<file path="config.mk">
export PLATFORM = sky130hd
export DESIGN_NAME = slab_bitmap_slot_allocator
export DESIGN_NICKNAME = d
export VERILOG_FILES = /design/src/design/sbsa_pkg.sv /design/src/design/sbsa_ram.sv /design/src/design/sbsa_div.sv /design/src/design/sbsa_cdiv.sv /design/src/design/sbsa_ctrl.sv /design/src/design/slab_bitmap_slot_allocator.sv
export SDC_FILE = /design/constraint.sdc
export NUM_CORES = 2
export LEC_CHECK = 0
export BUFFER_PORTS_ARGS = -buffer_cell sky130_fd_sc_hd__buf_2
export CAP_MARGIN = 15
export CORE_MARGIN = 4
export CORE_UTILIZATION = 61
export CTS_CLUSTER_DIAMETER = 60
export DETAILED_ROUTE_END_ITERATION = 7
export GPL_TIMING_DRIVEN = 0
export MAX_ROUTING_LAYER = met4
export PLACE_DENSITY_LB_ADDON = 0.25
export SLEW_MARGIN = 20
export SYNTH_ARGS = -nofsm -noshare
export SYNTH_HDL_FRONTEND = slang
export SYNTH_SLANG_ARGS = --single-unit
</file>
<file path="constraint.sdc">
create_clock -name clk -period 16.1 [get_ports clk]
set_clock_uncertainty 0.15 [all_clocks]
set_input_delay 0.805 -clock clk [delete_from_list [all_inputs] [get_ports clk]]
set_output_delay 0.805 -clock clk [all_outputs]
set_load 0.01 [all_outputs]
</file>
<file path="src/design/sbsa_pkg.sv">
`timescale 1ns / 1ps
// ----------------------------------------------------------------------------
// sbsa_pkg: shared types and constants of the slab slot allocator
// Field widths, operation and status codes, register indexes, FSM states.
// ----------------------------------------------------------------------------
package sbsa_pkg;

  // Port field widths
  localparam int FUNC_W      = 2;
  localparam int OFFS_W      = 9;   // word_offset
  localparam int STATUS_W    = 2;
  localparam int IDX_OUT_W   = 9;   // slot_index
  localparam int SLOT_OFS_W  = 17;  // slot_offset
  localparam int CNT_W       = 10;  // slot_count, free_count
  localparam int SIZE_W      = 8;
  localparam int HDR_W       = 8;
  localparam int CFG_IDX_W   = 2;
  localparam int CFG_DATA_W  = 10;

  // Operation codes
  localparam logic [FUNC_W-1:0] FUNC_ALLOC = 2'd0;
  localparam logic [FUNC_W-1:0] FUNC_MARK  = 2'd1;
  localparam logic [FUNC_W-1:0] FUNC_CLEAR = 2'd2;

  // Status codes
  localparam logic [STATUS_W-1:0] STAT_OK    = 2'd0;
  localparam logic [STATUS_W-1:0] STAT_FULL  = 2'd1;
  localparam logic [STATUS_W-1:0] STAT_RANGE = 2'd2;

  // Configuration register indexes
  localparam logic [CFG_IDX_W-1:0] REG_SLOT_COUNT   = 2'd0;
  localparam logic [CFG_IDX_W-1:0] REG_SLOT_SIZE    = 2'd1;
  localparam logic [CFG_IDX_W-1:0] REG_HEADER       = 2'd2;
  localparam logic [CFG_IDX_W-1:0] REG_HAS_POINTERS = 2'd3;

  // Effective configuration, already clamped
  typedef struct packed {
    logic [CNT_W-1:0]  slot_count;
    logic [SIZE_W-1:0] slot_size;
    logic [HDR_W-1:0]  header;
    logic              has_pointers;
  } cfg_t;

  // One result item
  typedef struct packed {
    logic [STATUS_W-1:0]   status;
    logic [IDX_OUT_W-1:0]  slot_index;
    logic [SLOT_OFS_W-1:0] slot_offset;
    logic                  scan_needed;
    logic                  became_full;
    logic [CNT_W-1:0]      free_count;
  } result_t;

  typedef enum logic [3:0] {
    ST_INIT,    // post-reset fill of the bitmap with ones
    ST_IDLE,
    ST_PREP,    // words in use and padding from slot count
    ST_ASTART,
    ST_SCAN,
    ST_MDIV,
    ST_MWORD,
    ST_MRMW,
    ST_CLR,
    ST_OFFS,
    ST_DONE
  } state_t;

endpackage

</file>
<file path="src/design/sbsa_ram.sv">
`timescale 1ns / 1ps
// ----------------------------------------------------------------------------
// sbsa_ram: bitmap word memory
// One write port, one read port, registered read data.
// ----------------------------------------------------------------------------
module sbsa_ram #(
  parameter int DEPTH = 8,
  parameter int DW    = 64,
  parameter int AW    = 3
) (
  input  logic          clk,
  input  logic          we,
  input  logic [AW-1:0] waddr,
  input  logic [DW-1:0] wdata,
  input  logic [AW-1:0] raddr,
  output logic [DW-1:0] rdata
);

  logic [DW-1:0] mem [DEPTH];
  logic [DW-1:0] rdata_r;

  always_ff @(posedge clk) begin
    if (we) begin
      mem[waddr] <= wdata;
    end
  end

  always_ff @(posedge clk) begin
    rdata_r <= mem[raddr];
  end

  assign rdata = rdata_r;

endmodule

</file>
<file path="src/design/sbsa_div.sv">
`timescale 1ns / 1ps
// ----------------------------------------------------------------------------
// sbsa_div: restoring divider, word offset by slot size
// One quotient bit per cycle; done stays high until the next start.
// ----------------------------------------------------------------------------
module sbsa_div (
  input  logic                        clk,
  input  logic                        rst_n,
  input  logic                        start,
  input  logic [sbsa_pkg::OFFS_W-1:0] dividend,
  input  logic [sbsa_pkg::SIZE_W-1:0] divisor,
  output logic                        done,
  output logic [sbsa_pkg::OFFS_W-1:0] quot
);
  import sbsa_pkg::*;

  localparam int STEP_W = $clog2(OFFS_W + 1);

  logic [OFFS_W-1:0] quo_r, quo_nxt;
  logic [SIZE_W-1:0] rem_r, rem_nxt;
  logic [SIZE_W-1:0] dvs_r, dvs_nxt;
  logic [STEP_W-1:0] step_r, step_nxt;
  logic              busy_r, busy_nxt;
  logic              done_r, done_nxt;
  logic [SIZE_W:0]   rem_sh;
  logic [SIZE_W:0]   rem_sub;
  logic              ge;

  always_comb begin
    rem_sh   = {rem_r, quo_r[OFFS_W-1]};
    ge       = rem_sh >= {1'b0, dvs_r};
    rem_sub  = rem_sh - {1'b0, dvs_r};
    quo_nxt  = quo_r;
    rem_nxt  = rem_r;
    dvs_nxt  = dvs_r;
    step_nxt = step_r;
    busy_nxt = busy_r;
    done_nxt = done_r;
    if (start) begin
      quo_nxt  = dividend;
      rem_nxt  = '0;
      dvs_nxt  = divisor;
      step_nxt = STEP_W'(OFFS_W);
      busy_nxt = 1'b1;
      done_nxt = 1'b0;
    end else if (busy_r) begin
      // remainder stays below divisor, so it fits SIZE_W bits
      rem_nxt  = ge ? rem_sub[SIZE_W-1:0] : rem_sh[SIZE_W-1:0];
      quo_nxt  = {quo_r[OFFS_W-2:0], ge};
      step_nxt = step_r - 1'b1;
      if (step_r == STEP_W'(1)) begin
        busy_nxt = 1'b0;
        done_nxt = 1'b1;
      end
    end
  end

  always_ff @(posedge clk) begin
    if (!rst_n) begin
      busy_r <= 1'b0;
      done_r <= 1'b0;
      step_r <= '0;
    end else begin
      busy_r <= busy_nxt;
      done_r <= done_nxt;
      step_r <= step_nxt;
    end
  end

  always_ff @(posedge clk) begin
    quo_r <= quo_nxt;
    rem_r <= rem_nxt;
    dvs_r <= dvs_nxt;
  end

  assign done = done_r;
  assign quot = quo_r;

endmodule

</file>
<file path="src/design/sbsa_cdiv.sv">
`timescale 1ns / 1ps
// ----------------------------------------------------------------------------
// sbsa_cdiv: divide by the bitmap word width
// Reciprocal multiply, then one correction step; done pulses.
// ----------------------------------------------------------------------------
module sbsa_cdiv #(
  parameter int WORD_BITS = 64
) (
  input  logic                       clk,
  input  logic                       rst_n,
  input  logic                       start,
  input  logic [sbsa_pkg::CNT_W-1:0] value,
  output logic                       done,
  output logic [sbsa_pkg::CNT_W-1:0] quot,
  output logic [((WORD_BITS > 1) ? $clog2(WORD_BITS) : 1)-1:0] rem
);
  import sbsa_pkg::*;

  localparam int BIT_W   = (WORD_BITS > 1) ? $clog2(WORD_BITS) : 1;
  localparam int WB_W    = $clog2(WORD_BITS + 1);
  localparam int SHIFT   = 16;
  localparam int RECIP   = (1 << SHIFT) / WORD_BITS;
  localparam int RECIP_W = SHIFT + 1;
  localparam int PROD_W  = CNT_W + RECIP_W;
  localparam int BACK_W  = CNT_W + WB_W;

  logic [PROD_W-1:0] prod_r;
  logic [CNT_W-1:0]  val_r;
  logic              v1_r;
  logic              done_r;
  logic [CNT_W-1:0]  quot_r;
  logic [BIT_W-1:0]  rem_r;

  logic [CNT_W-1:0]  q_est;
  logic [BACK_W-1:0] back;
  logic [CNT_W-1:0]  r_wide;
  logic              ge;

  // estimate is exact or one low since value < 2^SHIFT
  always_comb begin
    q_est  = CNT_W'(prod_r >> SHIFT);
    back   = BACK_W'(q_est) * BACK_W'(WORD_BITS);
    r_wide = CNT_W'(BACK_W'(val_r) - back);
    ge     = r_wide >= CNT_W'(WORD_BITS);
  end

  always_ff @(posedge clk) begin
    if (!rst_n) begin
      v1_r   <= 1'b0;
      done_r <= 1'b0;
    end else begin
      v1_r   <= start;
      done_r <= v1_r;
    end
  end

  always_ff @(posedge clk) begin
    if (start) begin
      prod_r <= PROD_W'(value) * PROD_W'(RECIP);
      val_r  <= value;
    end
    if (v1_r) begin
      quot_r <= ge ? q_est + 1'b1 : q_est;
      rem_r  <= ge ? BIT_W'(r_wide - CNT_W'(WORD_BITS)) : BIT_W'(r_wide);
    end
  end

  assign done = done_r;
  assign quot = quot_r;
  assign rem  = rem_r;

endmodule

</file>
<file path="src/design/sbsa_ctrl.sv">
`timescale 1ns / 1ps
// ----------------------------------------------------------------------------
// sbsa_ctrl: request sequencer
// Runs alloc scan, mark read-modify-write and clear sweep on the bitmap RAM;
// holds free count, search word and the result register.
// ----------------------------------------------------------------------------
module sbsa_ctrl #(
  parameter int MAX_SLOTS = 512,
  parameter int WORD_BITS = 64
) (
  input  logic                        clk,
  input  logic                        rst_n,
  input  sbsa_pkg::cfg_t              cfg,
  input  logic                        in_valid,
  output logic                        in_stall,
  input  logic [sbsa_pkg::FUNC_W-1:0] in_func,
  input  logic [sbsa_pkg::OFFS_W-1:0] in_word_offset,
  output logic                        out_valid,
  input  logic                        out_stall,
  output sbsa_pkg::result_t           out_res,
  output logic                        ram_we,
  output logic [((((MAX_SLOTS + WORD_BITS - 1) / WORD_BITS) > 1) ?
                 $clog2((MAX_SLOTS + WORD_BITS - 1) / WORD_BITS) : 1)-1:0] ram_waddr,
  output logic [WORD_BITS-1:0]        ram_wdata,
  output logic [((((MAX_SLOTS + WORD_BITS - 1) / WORD_BITS) > 1) ?
                 $clog2((MAX_SLOTS + WORD_BITS - 1) / WORD_BITS) : 1)-1:0] ram_raddr,
  input  logic [WORD_BITS-1:0]        ram_rdata
);
  import sbsa_pkg::*;

  localparam int NUM_WORDS = (MAX_SLOTS + WORD_BITS - 1) / WORD_BITS;
  localparam int AW        = (NUM_WORDS > 1) ? $clog2(NUM_WORDS) : 1;
  localparam int NW_W      = $clog2(NUM_WORDS + 1);
  localparam int BIT_W     = (WORD_BITS > 1) ? $clog2(WORD_BITS) : 1;
  localparam int PROD_W    = CNT_W + SIZE_W + 1;
  localparam logic [WORD_BITS-1:0] FULL = '1;

  // ones below the excess position
  function automatic logic [WORD_BITS-1:0] low_mask(input logic [BIT_W-1:0] ex);
    logic [WORD_BITS-1:0] m;
    m = '0;
    for (int j = 0; j < WORD_BITS; j++) begin
      m[j] = BIT_W'(j) < ex;
    end
    return m;
  endfunction

  function automatic logic [BIT_W-1:0] first_set(input logic [WORD_BITS-1:0] v);
    logic [BIT_W-1:0] pos;
    pos = '0;
    for (int j = WORD_BITS - 1; j >= 0; j--) begin
      if (v[j]) begin
        pos = BIT_W'(j);
      end
    end
    return pos;
  endfunction

  state_t               state_r, state_nxt;
  logic [FUNC_W-1:0]    func_r, func_nxt;
  logic                 below_r, below_nxt;
  logic [NW_W-1:0]      n_r, n_nxt;
  logic [BIT_W-1:0]     excess_r, excess_nxt;
  logic [AW-1:0]        w_r, w_nxt;
  logic [NW_W-1:0]      scanned_r, scanned_nxt;
  logic [AW-1:0]        sweep_r, sweep_nxt;
  logic [AW-1:0]        search_r, search_nxt;
  logic [CNT_W-1:0]     free_r, free_nxt;
  logic [CNT_W-1:0]     idx_r, idx_nxt;
  logic [BIT_W-1:0]     mbit_r, mbit_nxt;
  logic [STATUS_W-1:0]  rstat_r, rstat_nxt;
  logic [SLOT_OFS_W-1:0] roffs_r, roffs_nxt;
  logic                 rscan_r, rscan_nxt;
  logic                 rfull_r, rfull_nxt;
  logic                 out_valid_r, out_valid_nxt;
  result_t              out_res_r, out_res_nxt;

  logic                 cdiv_start;
  logic [CNT_W-1:0]     cdiv_val;
  logic                 cdiv_done;
  logic [CNT_W-1:0]     cdiv_quot;
  logic [BIT_W-1:0]     cdiv_rem;
  logic                 div_start;
  logic                 div_done;
  logic [OFFS_W-1:0]    div_quot;
  logic [OFFS_W-1:0]    div_dividend;

  logic [WORD_BITS-1:0] last_mask;
  logic [WORD_BITS-1:0] cur_mask;
  logic [WORD_BITS-1:0] avail;
  logic [BIT_W-1:0]     hit_bit;
  logic [WORD_BITS-1:0] mark_bit;
  logic [NW_W-1:0]      w_inc;
  logic [NW_W-1:0]      sweep_inc;
  logic [AW-1:0]        scan_start;
  logic [PROD_W-1:0]    offs_sum;
  logic                 in_below;

  sbsa_cdiv #(.WORD_BITS(WORD_BITS)) u_cdiv (
    .clk   (clk),
    .rst_n (rst_n),
    .start (cdiv_start),
    .value (cdiv_val),
    .done  (cdiv_done),
    .quot  (cdiv_quot),
    .rem   (cdiv_rem)
  );

  sbsa_div u_div (
    .clk      (clk),
    .rst_n    (rst_n),
    .start    (div_start),
    .dividend (div_dividend),
    .divisor  (cfg.slot_size),
    .done     (div_done),
    .quot     (div_quot)
  );

  always_comb begin
    in_below     = in_word_offset < {1'b0, cfg.header};
    div_dividend = in_word_offset - {1'b0, cfg.header};
    last_mask    = (excess_r == '0) ? FULL : low_mask(excess_r);
    w_inc        = NW_W'(w_r) + 1'b1;
    sweep_inc    = NW_W'(sweep_r) + 1'b1;
    cur_mask     = (w_inc < n_r) ? FULL : last_mask;
    avail        = ~ram_rdata & cur_mask;
    hit_bit      = first_set(avail);
    mark_bit     = WORD_BITS'(1) << mbit_r;
    scan_start   = (NW_W'(search_r) < n_r) ? search_r : '0;
    offs_sum     = PROD_W'(idx_r) * PROD_W'(cfg.slot_size) + PROD_W'(cfg.header);

    state_nxt     = state_r;
    func_nxt      = func_r;
    below_nxt     = below_r;
    n_nxt         = n_r;
    excess_nxt    = excess_r;
    w_nxt         = w_r;
    scanned_nxt   = scanned_r;
    sweep_nxt     = sweep_r;
    search_nxt    = search_r;
    free_nxt      = free_r;
    idx_nxt       = idx_r;
    mbit_nxt      = mbit_r;
    rstat_nxt     = rstat_r;
    roffs_nxt     = roffs_r;
    rscan_nxt     = rscan_r;
    rfull_nxt     = rfull_r;
    out_valid_nxt = out_valid_r & out_stall;
    out_res_nxt   = out_res_r;
    in_stall      = state_r != ST_IDLE;
    ram_we        = 1'b0;
    ram_waddr     = w_r;
    ram_wdata     = ram_rdata;
    ram_raddr     = w_r;
    cdiv_start    = 1'b0;
    cdiv_val      = cfg.slot_count;
    div_start     = 1'b0;

    case (state_r)
      ST_INIT: begin
        ram_we    = 1'b1;
        ram_waddr = sweep_r;
        ram_wdata = FULL;
        sweep_nxt = sweep_r + 1'b1;
        if (sweep_r == AW'(NUM_WORDS - 1)) begin
          state_nxt = ST_IDLE;
        end
      end
      ST_IDLE: begin
        if (in_valid) begin
          func_nxt   = in_func;
          below_nxt  = in_below;
          idx_nxt    = '0;
          rstat_nxt  = STAT_OK;
          roffs_nxt  = '0;
          rscan_nxt  = 1'b0;
          rfull_nxt  = 1'b0;
          cdiv_start = 1'b1;
          div_start  = (in_func == FUNC_MARK) && !in_below;
          state_nxt  = ST_PREP;
        end
      end
      ST_PREP: begin
        if (cdiv_done) begin
          n_nxt      = NW_W'(cdiv_quot) + NW_W'(cdiv_rem != '0);
          excess_nxt = cdiv_rem;
          case (func_r)
            FUNC_ALLOC: state_nxt = ST_ASTART;
            FUNC_MARK: begin
              if (below_r) begin
                rstat_nxt = STAT_RANGE;
                state_nxt = ST_DONE;
              end else begin
                state_nxt = ST_MDIV;
              end
            end
            FUNC_CLEAR: begin
              sweep_nxt = '0;
              state_nxt = ST_CLR;
            end
            default: state_nxt = ST_DONE;
          endcase
        end
      end
      ST_ASTART: begin
        if (free_r == '0) begin
          rstat_nxt = STAT_FULL;
          state_nxt = ST_DONE;
        end else begin
          w_nxt       = scan_start;
          ram_raddr   = scan_start;
          scanned_nxt = NW_W'(1);
          state_nxt   = ST_SCAN;
        end
      end
      ST_SCAN: begin
        if (avail != '0) begin
          ram_we     = 1'b1;
          ram_wdata  = ram_rdata | (WORD_BITS'(1) << hit_bit);
          search_nxt = w_r;
          idx_nxt    = CNT_W'(CNT_W'(w_r) * CNT_W'(WORD_BITS) + CNT_W'(hit_bit));
          free_nxt   = free_r - 1'b1;
          rfull_nxt  = free_r == CNT_W'(1);
          state_nxt  = ST_OFFS;
        end else if (scanned_r == n_r) begin
          rstat_nxt = STAT_FULL;
          state_nxt = ST_DONE;
        end else begin
          w_nxt       = (w_inc < n_r) ? AW'(w_inc) : '0;
          ram_raddr   = w_nxt;
          scanned_nxt = scanned_r + 1'b1;
        end
      end
      ST_MDIV: begin
        if (div_done) begin
          if (CNT_W'(div_quot) >= cfg.slot_count) begin
            rstat_nxt = STAT_RANGE;
            state_nxt = ST_DONE;
          end else begin
            idx_nxt    = CNT_W'(div_quot);
            cdiv_start = 1'b1;
            cdiv_val   = CNT_W'(div_quot);
            state_nxt  = ST_MWORD;
          end
        end
      end
      ST_MWORD: begin
        if (cdiv_done) begin
          w_nxt     = cdiv_quot[AW-1:0];
          mbit_nxt  = cdiv_rem;
          ram_raddr = cdiv_quot[AW-1:0];
          state_nxt = ST_MRMW;
        end
      end
      ST_MRMW: begin
        if ((ram_rdata & mark_bit) == '0) begin
          ram_we    = 1'b1;
          ram_wdata = ram_rdata | mark_bit;
          free_nxt  = (free_r != '0) ? free_r - 1'b1 : '0;
          rscan_nxt = cfg.has_pointers;
          rfull_nxt = free_r <= CNT_W'(1);
        end
        state_nxt = ST_OFFS;
      end
      ST_CLR: begin
        // words below the last are free, the last keeps its padding set,
        // words past the slot count read as used
        ram_we    = 1'b1;
        ram_waddr = sweep_r;
        if (sweep_inc < n_r) begin
          ram_wdata = '0;
        end else if (sweep_inc == n_r) begin
          ram_wdata = ~last_mask;
        end else begin
          ram_wdata = FULL;
        end
        sweep_nxt = sweep_r + 1'b1;
        if (sweep_r == AW'(NUM_WORDS - 1)) begin
          free_nxt  = cfg.slot_count;
          state_nxt = ST_DONE;
        end
      end
      ST_OFFS: begin
        roffs_nxt = SLOT_OFS_W'(offs_sum);
        state_nxt = ST_DONE;
      end
      ST_DONE: begin
        if (!out_valid_r || !out_stall) begin
          out_valid_nxt           = 1'b1;
          out_res_nxt.status      = rstat_r;
          out_res_nxt.slot_index  = IDX_OUT_W'(idx_r);
          out_res_nxt.slot_offset = roffs_r;
          out_res_nxt.scan_needed = rscan_r;
          out_res_nxt.became_full = rfull_r;
          out_res_nxt.free_count  = free_r;
          state_nxt               = ST_IDLE;
        end
      end
      default: state_nxt = ST_IDLE;
    endcase
  end

  always_ff @(posedge clk) begin
    if (!rst_n) begin
      state_r     <= ST_INIT;
      sweep_r     <= '0;
      free_r      <= '0;
      search_r    <= '0;
      out_valid_r <= 1'b0;
    end else begin
      state_r     <= state_nxt;
      sweep_r     <= sweep_nxt;
      free_r      <= free_nxt;
      search_r    <= search_nxt;
      out_valid_r <= out_valid_nxt;
    end
  end

  always_ff @(posedge clk) begin
    func_r    <= func_nxt;
    below_r   <= below_nxt;
    n_r       <= n_nxt;
    excess_r  <= excess_nxt;
    w_r       <= w_nxt;
    scanned_r <= scanned_nxt;
    idx_r     <= idx_nxt;
    mbit_r    <= mbit_nxt;
    rstat_r   <= rstat_nxt;
    roffs_r   <= roffs_nxt;
    rscan_r   <= rscan_nxt;
    rfull_r   <= rfull_nxt;
    out_res_r <= out_res_nxt;
  end

  assign out_valid = out_valid_r;
  assign out_res   = out_res_r;

endmodule

</file>
<file path="src/design/slab_bitmap_slot_allocator.sv">
`timescale 1ns / 1ps
// Operation: alloc scans bitmap words (1..8 at defaults), one RAM read
//   per cycle; mark runs the 9-step offset/size divider; clear
//   writes all NUM_WORDS words, one RAM word written per cycle.
// Throughput: one request at a time; the next is taken as soon as the result is registered.
// Reset: synchronous; a fill then sets every bitmap word (8 at defaults) to
//   ones while in_stall is high; free count and search word clear, config regs reload.
// ----------------------------------------------------------------------------
// slab_bitmap_slot_allocator: slot bitmap of one slab block
// Allocates slots round-robin, sets mark bits by word offset and clears all
// marks. Bitmap words live in a synchronous RAM; a sequencer reads, modifies
// and writes them back. Config registers sit here.
// ----------------------------------------------------------------------------
module slab_bitmap_slot_allocator #(
  parameter int MAX_SLOTS = 512,
  parameter int WORD_BITS = 64
) (
  input  logic                            clk,
  input  logic                            rst_n,
  // request channel
  input  logic                            in_valid,
  output logic                            in_stall,
  input  logic [sbsa_pkg::FUNC_W-1:0]     in_func,
  input  logic [sbsa_pkg::OFFS_W-1:0]     in_word_offset,
  // result channel
  output logic                            out_valid,
  input  logic                            out_stall,
  output logic [sbsa_pkg::STATUS_W-1:0]   out_status,
  output logic [sbsa_pkg::IDX_OUT_W-1:0]  out_slot_index,
  output logic [sbsa_pkg::SLOT_OFS_W-1:0] out_slot_offset,
  output logic                            out_scan_needed,
  output logic                            out_became_full,
  output logic [sbsa_pkg::CNT_W-1:0]      out_free_count,
  // config write channel
  input  logic                            cfg_valid,
  output logic                            cfg_ready,
  input  logic [sbsa_pkg::CFG_IDX_W-1:0]  cfg_index,
  input  logic [sbsa_pkg::CFG_DATA_W-1:0] cfg_data
);
  import sbsa_pkg::*;

  localparam int NUM_WORDS = (MAX_SLOTS + WORD_BITS - 1) / WORD_BITS;
  localparam int AW        = (NUM_WORDS > 1) ? $clog2(NUM_WORDS) : 1;
  // slot_count is 10 bits wide, so the clamp never exceeds its range
  localparam int MAX_CLAMP = (MAX_SLOTS > (1 << CNT_W) - 1) ? (1 << CNT_W) - 1 : MAX_SLOTS;
  localparam logic [CNT_W-1:0] MAX_CNT = CNT_W'(MAX_CLAMP);

  logic [CNT_W-1:0]  slot_count_r;
  logic [SIZE_W-1:0] slot_size_r;
  logic [HDR_W-1:0]  header_r;
  logic              has_ptr_r;
  cfg_t              cfg;
  result_t           res;

  logic                 ram_we;
  logic [AW-1:0]        ram_waddr;
  logic [WORD_BITS-1:0] ram_wdata;
  logic [AW-1:0]        ram_raddr;
  logic [WORD_BITS-1:0] ram_rdata;

  // Config regs: always ready. The sequencer reads them live, so the user must
  // write them only between requests; the block itself does not enforce this.
  assign cfg_ready = 1'b1;

  always_ff @(posedge clk) begin
    if (!rst_n) begin
      slot_count_r <= CNT_W'(500);
      slot_size_r  <= SIZE_W'(1);
      header_r     <= HDR_W'(10);
      has_ptr_r    <= 1'b1;
    end else if (cfg_valid && cfg_ready) begin
      case (cfg_index)
        REG_SLOT_COUNT:   slot_count_r <= cfg_data[CNT_W-1:0];
        REG_SLOT_SIZE:    slot_size_r  <= cfg_data[SIZE_W-1:0];
        REG_HEADER:       header_r     <= cfg_data[HDR_W-1:0];
        REG_HAS_POINTERS: has_ptr_r    <= cfg_data[0];
        default: ;
      endcase
    end
  end

  // Effective values: zero count means one slot, too many is clamped;
  // zero size means one word.
  always_comb begin
    if (slot_count_r == '0) begin
      cfg.slot_count = CNT_W'(1);
    end else if (slot_count_r > MAX_CNT) begin
      cfg.slot_count = MAX_CNT;
    end else begin
      cfg.slot_count = slot_count_r;
    end
    cfg.slot_size    = (slot_size_r == '0) ? SIZE_W'(1) : slot_size_r;
    cfg.header       = header_r;
    cfg.has_pointers = has_ptr_r;
  end

  sbsa_ram #(
    .DEPTH (NUM_WORDS),
    .DW    (WORD_BITS),
    .AW    (AW)
  ) u_ram (
    .clk   (clk),
    .we    (ram_we),
    .waddr (ram_waddr),
    .wdata (ram_wdata),
    .raddr (ram_raddr),
    .rdata (ram_rdata)
  );

  sbsa_ctrl #(
    .MAX_SLOTS (MAX_SLOTS),
    .WORD_BITS (WORD_BITS)
  ) u_ctrl (
    .clk            (clk),
    .rst_n          (rst_n),
    .cfg            (cfg),
    .in_valid       (in_valid),
    .in_stall       (in_stall),
    .in_func        (in_func),
    .in_word_offset (in_word_offset),
    .out_valid      (out_valid),
    .out_stall      (out_stall),
    .out_res        (res),
    .ram_we         (ram_we),
    .ram_waddr      (ram_waddr),
    .ram_wdata      (ram_wdata),
    .ram_raddr      (ram_raddr),
    .ram_rdata      (ram_rdata)
  );

  assign out_status      = res.status;
  assign out_slot_index  = res.slot_index;
  assign out_slot_offset = res.slot_offset;
  assign out_scan_needed = res.scan_needed;
  assign out_became_full = res.became_full;
  assign out_free_count  = res.free_count;

endmodule
</file>
==> metrics.cfg <==
[yosys]
synth_edf_count=642
yosysWarnings=0
ys_types=101
async_flop_share_pct=0
syn_avg_cell_area_um2=12.5
yosys-top-cells-count=642 x edfxtp_1, 414 x mux2i_1, 219 x nand2_1, 148 x nor2_1, 145 x inv_1
syn_inst=3095
yosys.area.top_type=edfxtp_1
synth_most_common_cell=edfxtp_1
synthFlopType=edfxtp_1
synth_seq_cells=773
synth_nets=3257
synth_top_area_share_pct=49.7
netlist_top_cells_area=edfxtp_1 50%, mux2i_1 11%, dfxtp_1 6.8%
synth_area_um2=38800
ys_seq_area_share_pct=56.4

[power_and_ir_drop]
p_leak_nw=18.1
power_mw=8.01
powerDensity_nw_per_um2=184
vdd_ir_drop_max_v=0.000116

[critical_path]
end_kind=flop
cp.required_ns=16.26
slowest_stage=a2111oi_0
crit_start=u_ctrl.w_r[1]
rr_startpoint=u_ctrl.w_r[1]
path_buf_inv=6
crit_cells=17
start_kind=flop
slowest_delay_ns=0.74
crit_top_cell=buf_2
reg2reg_depth=17
r2r_slack_ns=9.17
cp_max_fo=10
crit_chain=clkbuf_1, and3_1, ha_1, or3_1, o22a_1, buf_2, buf_2, buf_1, buf_2, a31oi_1, a2111oi_0, a2bb2oi_1, o21ai_1, o21ai_1, buf_2, nand2_1, a31oi_1
cp_top_family=compound AO/OA/AOI/OAI gates
crit_arrival_ns=7.08
setup.worst_path.class=reg -> reg
timing.rr.end=u_ram.mem[6][45]
endpoint=u_ram.mem[6][45]

[detailed_routing]
drc=0
ant_nets=0
wl_mm=129
vias=28149
first_pass_iters=8
wire_per_inst_um=31.0
drt_iter0_markers=3527
avgViaCountPerCell=6.73

[clock_network]
holdBufCountCts=0
clockBufferDepth=3
post_cts_resized=0
htreeDepth=3
cts_tree=yes
cts_made_buffers=76
path_clk_slew_ns=0.06
cts_sinks=773
cts-root-buf=clkbuf_16
post-cts-setup-buffers=0
clk_latency_ns=0.64

[sta]
worstMarginPinSlew_ns=1.02
period_minus_slack_ns=6.93
holdWs_ns=0.233
fmax_mhz=144
finalSetupTns_ns=0
setup_slack_ns=9.17
rsz0062_at_grt=false
finalHoldViolCount=0
timing.final.max_slew_violations=0
finalCritPeriodShare_pct=43.0
final-setup-viol-count=0
max_slew_margin_pct=31.5

[floorplan]
die-area_um2=67700
core_area_um2=63100
initial_utilization_pct=61.5
rows=92
die_x_um=260
die_h_um=260
ios=71

[global_route]
gr-usage-all-layers_pct=39.0
antenna_found_initial=0
grt_pass1_vias=28458
grt_pass1_wl_mm=188
gr-total-overflow=0
grt_max_degree=28

[final_layout]
final_cell_area_um2=43600
nNetsFinal=3431
stdcell_count=4180
postLayoutCoreUtil_pct=69.1
final_layout_size_suffix_gt1_share_pct=13.2
syn_to_final_growth_pct=12.4
fill_cells=4387

[worst_hold_path]
min_from=in_func[0]
hold_class=in -> reg

[placement]
place_inst=4037
placed_area_um2=40900
dp_hpwl_mm=94.2
place.gp.congestion=1.04
portBuffers=68
preCtsSetupSlack_ns=9.38

[status]
outcome=complete, no violations

[flow_run]
drv_cap=0

## flip-flops by register name, summed over array words and instances, names as in the netlist, 6 cells and up
| signal | flops |
|---|---|
| slot_count_r | 10 |
| u_ctrl.u_div.dvs_r | 8 |
| u_ctrl.excess_r | 6 |
| u_ctrl.u_cdiv.rem | 6 |
| u_ctrl.roffs_r | 17 |
| u_ctrl.idx_r | 9 |
| u_ctrl.free_r | 10 |
| u_ram.mem | 512 |
| u_ctrl.u_div.rem_r | 8 |
| u_ctrl.u_cdiv.val_r | 10 |
| u_ctrl.mbit_r | 6 |
| u_ram.rdata | 64 |
| slot_size_r | 8 |
| u_ctrl.u_div.quot | 9 |
| header_r | 8 |
| u_ctrl.out_res | 40 |
## worst register-to-register path: cells and delay by family (launching register included)
kind / cells / cell delay [ns]
AO/OA/AOI/OAI: 7 / 3.08
adder cells (fa/ha/maj): 1 / 0.15
flip-flops: 1 / 0.38
AND/OR/NAND/NOR: 3 / 0.42
buffers and inverters: 6 / 2.41
## routing by layer
metal / routed length, um / global-route usage (%)
met1: 48600 / 48.7
met4: 8400 / 20.5
met5: 0 / -
met2: 61300 / 61.7
met3: 11200 / 6.56
## power breakdown
| group | switching (mW) | internal [mW] | total [mW] |
|---|---|---|---|
| Combinational | 1.78 | 0.862 | 2.64 |
| Sequential | 0.428 | 3.06 | 3.49 |
| Clock | 0.792 | 1.08 | 1.87 |
| Total | 3.00 | 5.00 | 8.01 |
## worst min-delay path by stage
stage	end	slack (ns)	cells after the start
3_5_place_dp	u_ctrl.out_res[21]	0.25	0
6_report	u_ctrl.func_r[0]	0.23	1
2_1_floorplan	u_ctrl.out_res[10]	0.25	0
4_1_cts	u_ctrl.func_r[0]	0.20	1
3_3_place_gp	u_ctrl.u_cdiv.quot[3]	0.26	0
5_1_grt	u_ctrl.func_r[0]	0.22	1
## area by class of cell
cell class | count | area, um2 | share of cell area (%)
Sequential cell | 773 | 21900 | 50.2
Clock buffer | 92 | 2020 | 4.64
Timing Repair Buffer | 96 | 950 | 2.18
Clock inverter | 50 | 656 | 1.50
Multi-Input combinational cell | 1984 | 15400 | 35.4
Buffer | 192 | 1040 | 2.40
Antenna cell | 1 | 2.50 | 0.00574
Tap cell | 846 | 1060 | 2.43
Inverter | 146 | 548 | 1.26
## cell families (layout without fill, tap and decap cells)
kind of cell	after synthesis	after routing	synth area share (%)
buffers and inverters	338	576	4.10
DFF	773	773	56.4
AOI/OAI and AO/OA	633	633	11.5
adders and majority gates	134	134	5.33
and+or+nand+nor	703	703	9.25
xor gates and xnor gates	32	32	0.722
other	1	2	0.00966
muxes	481	481	12.6
## placed cells by master (no fill, tap or decap), types with 24 or more instances in the layout
| master | synthesis | final |
|---|---|---|
| clkbuf_16 | 0 | 76 |
| o22ai_1 | 27 | 27 |
| buf_2 | 39 | 107 |
| nor2_1 | 148 | 140 |
| fa_1 | 52 | 52 |
| mux2i_1 | 414 | 414 |
| a21o_1 | 29 | 29 |
| nand2b_1 | 25 | 25 |
| a221oi_1 | 48 | 48 |
| edfxtp_1 | 642 | 642 |
| nor3_1 | 51 | 48 |
| nor2b_1 | 41 | 41 |
| ha_1 | 82 | 82 |
| nand2_1 | 219 | 219 |
| a21oi_1 | 85 | 84 |
| mux2_2 | 67 | 67 |
| a31oi_1 | 66 | 65 |
| inv_1 | 145 | 145 |
| clkbuf_1 | 104 | 114 |
| a211oi_1 | 35 | 35 |
| o21ai_0 | 100 | 100 |
| o211ai_1 | 24 | 24 |
| dfxtp_1 | 131 | 131 |
| and2_1 | 53 | 53 |
| buf_6 | 34 | 35 |
| nand3_1 | 37 | 37 |
(Power assumes the default switching activity.)
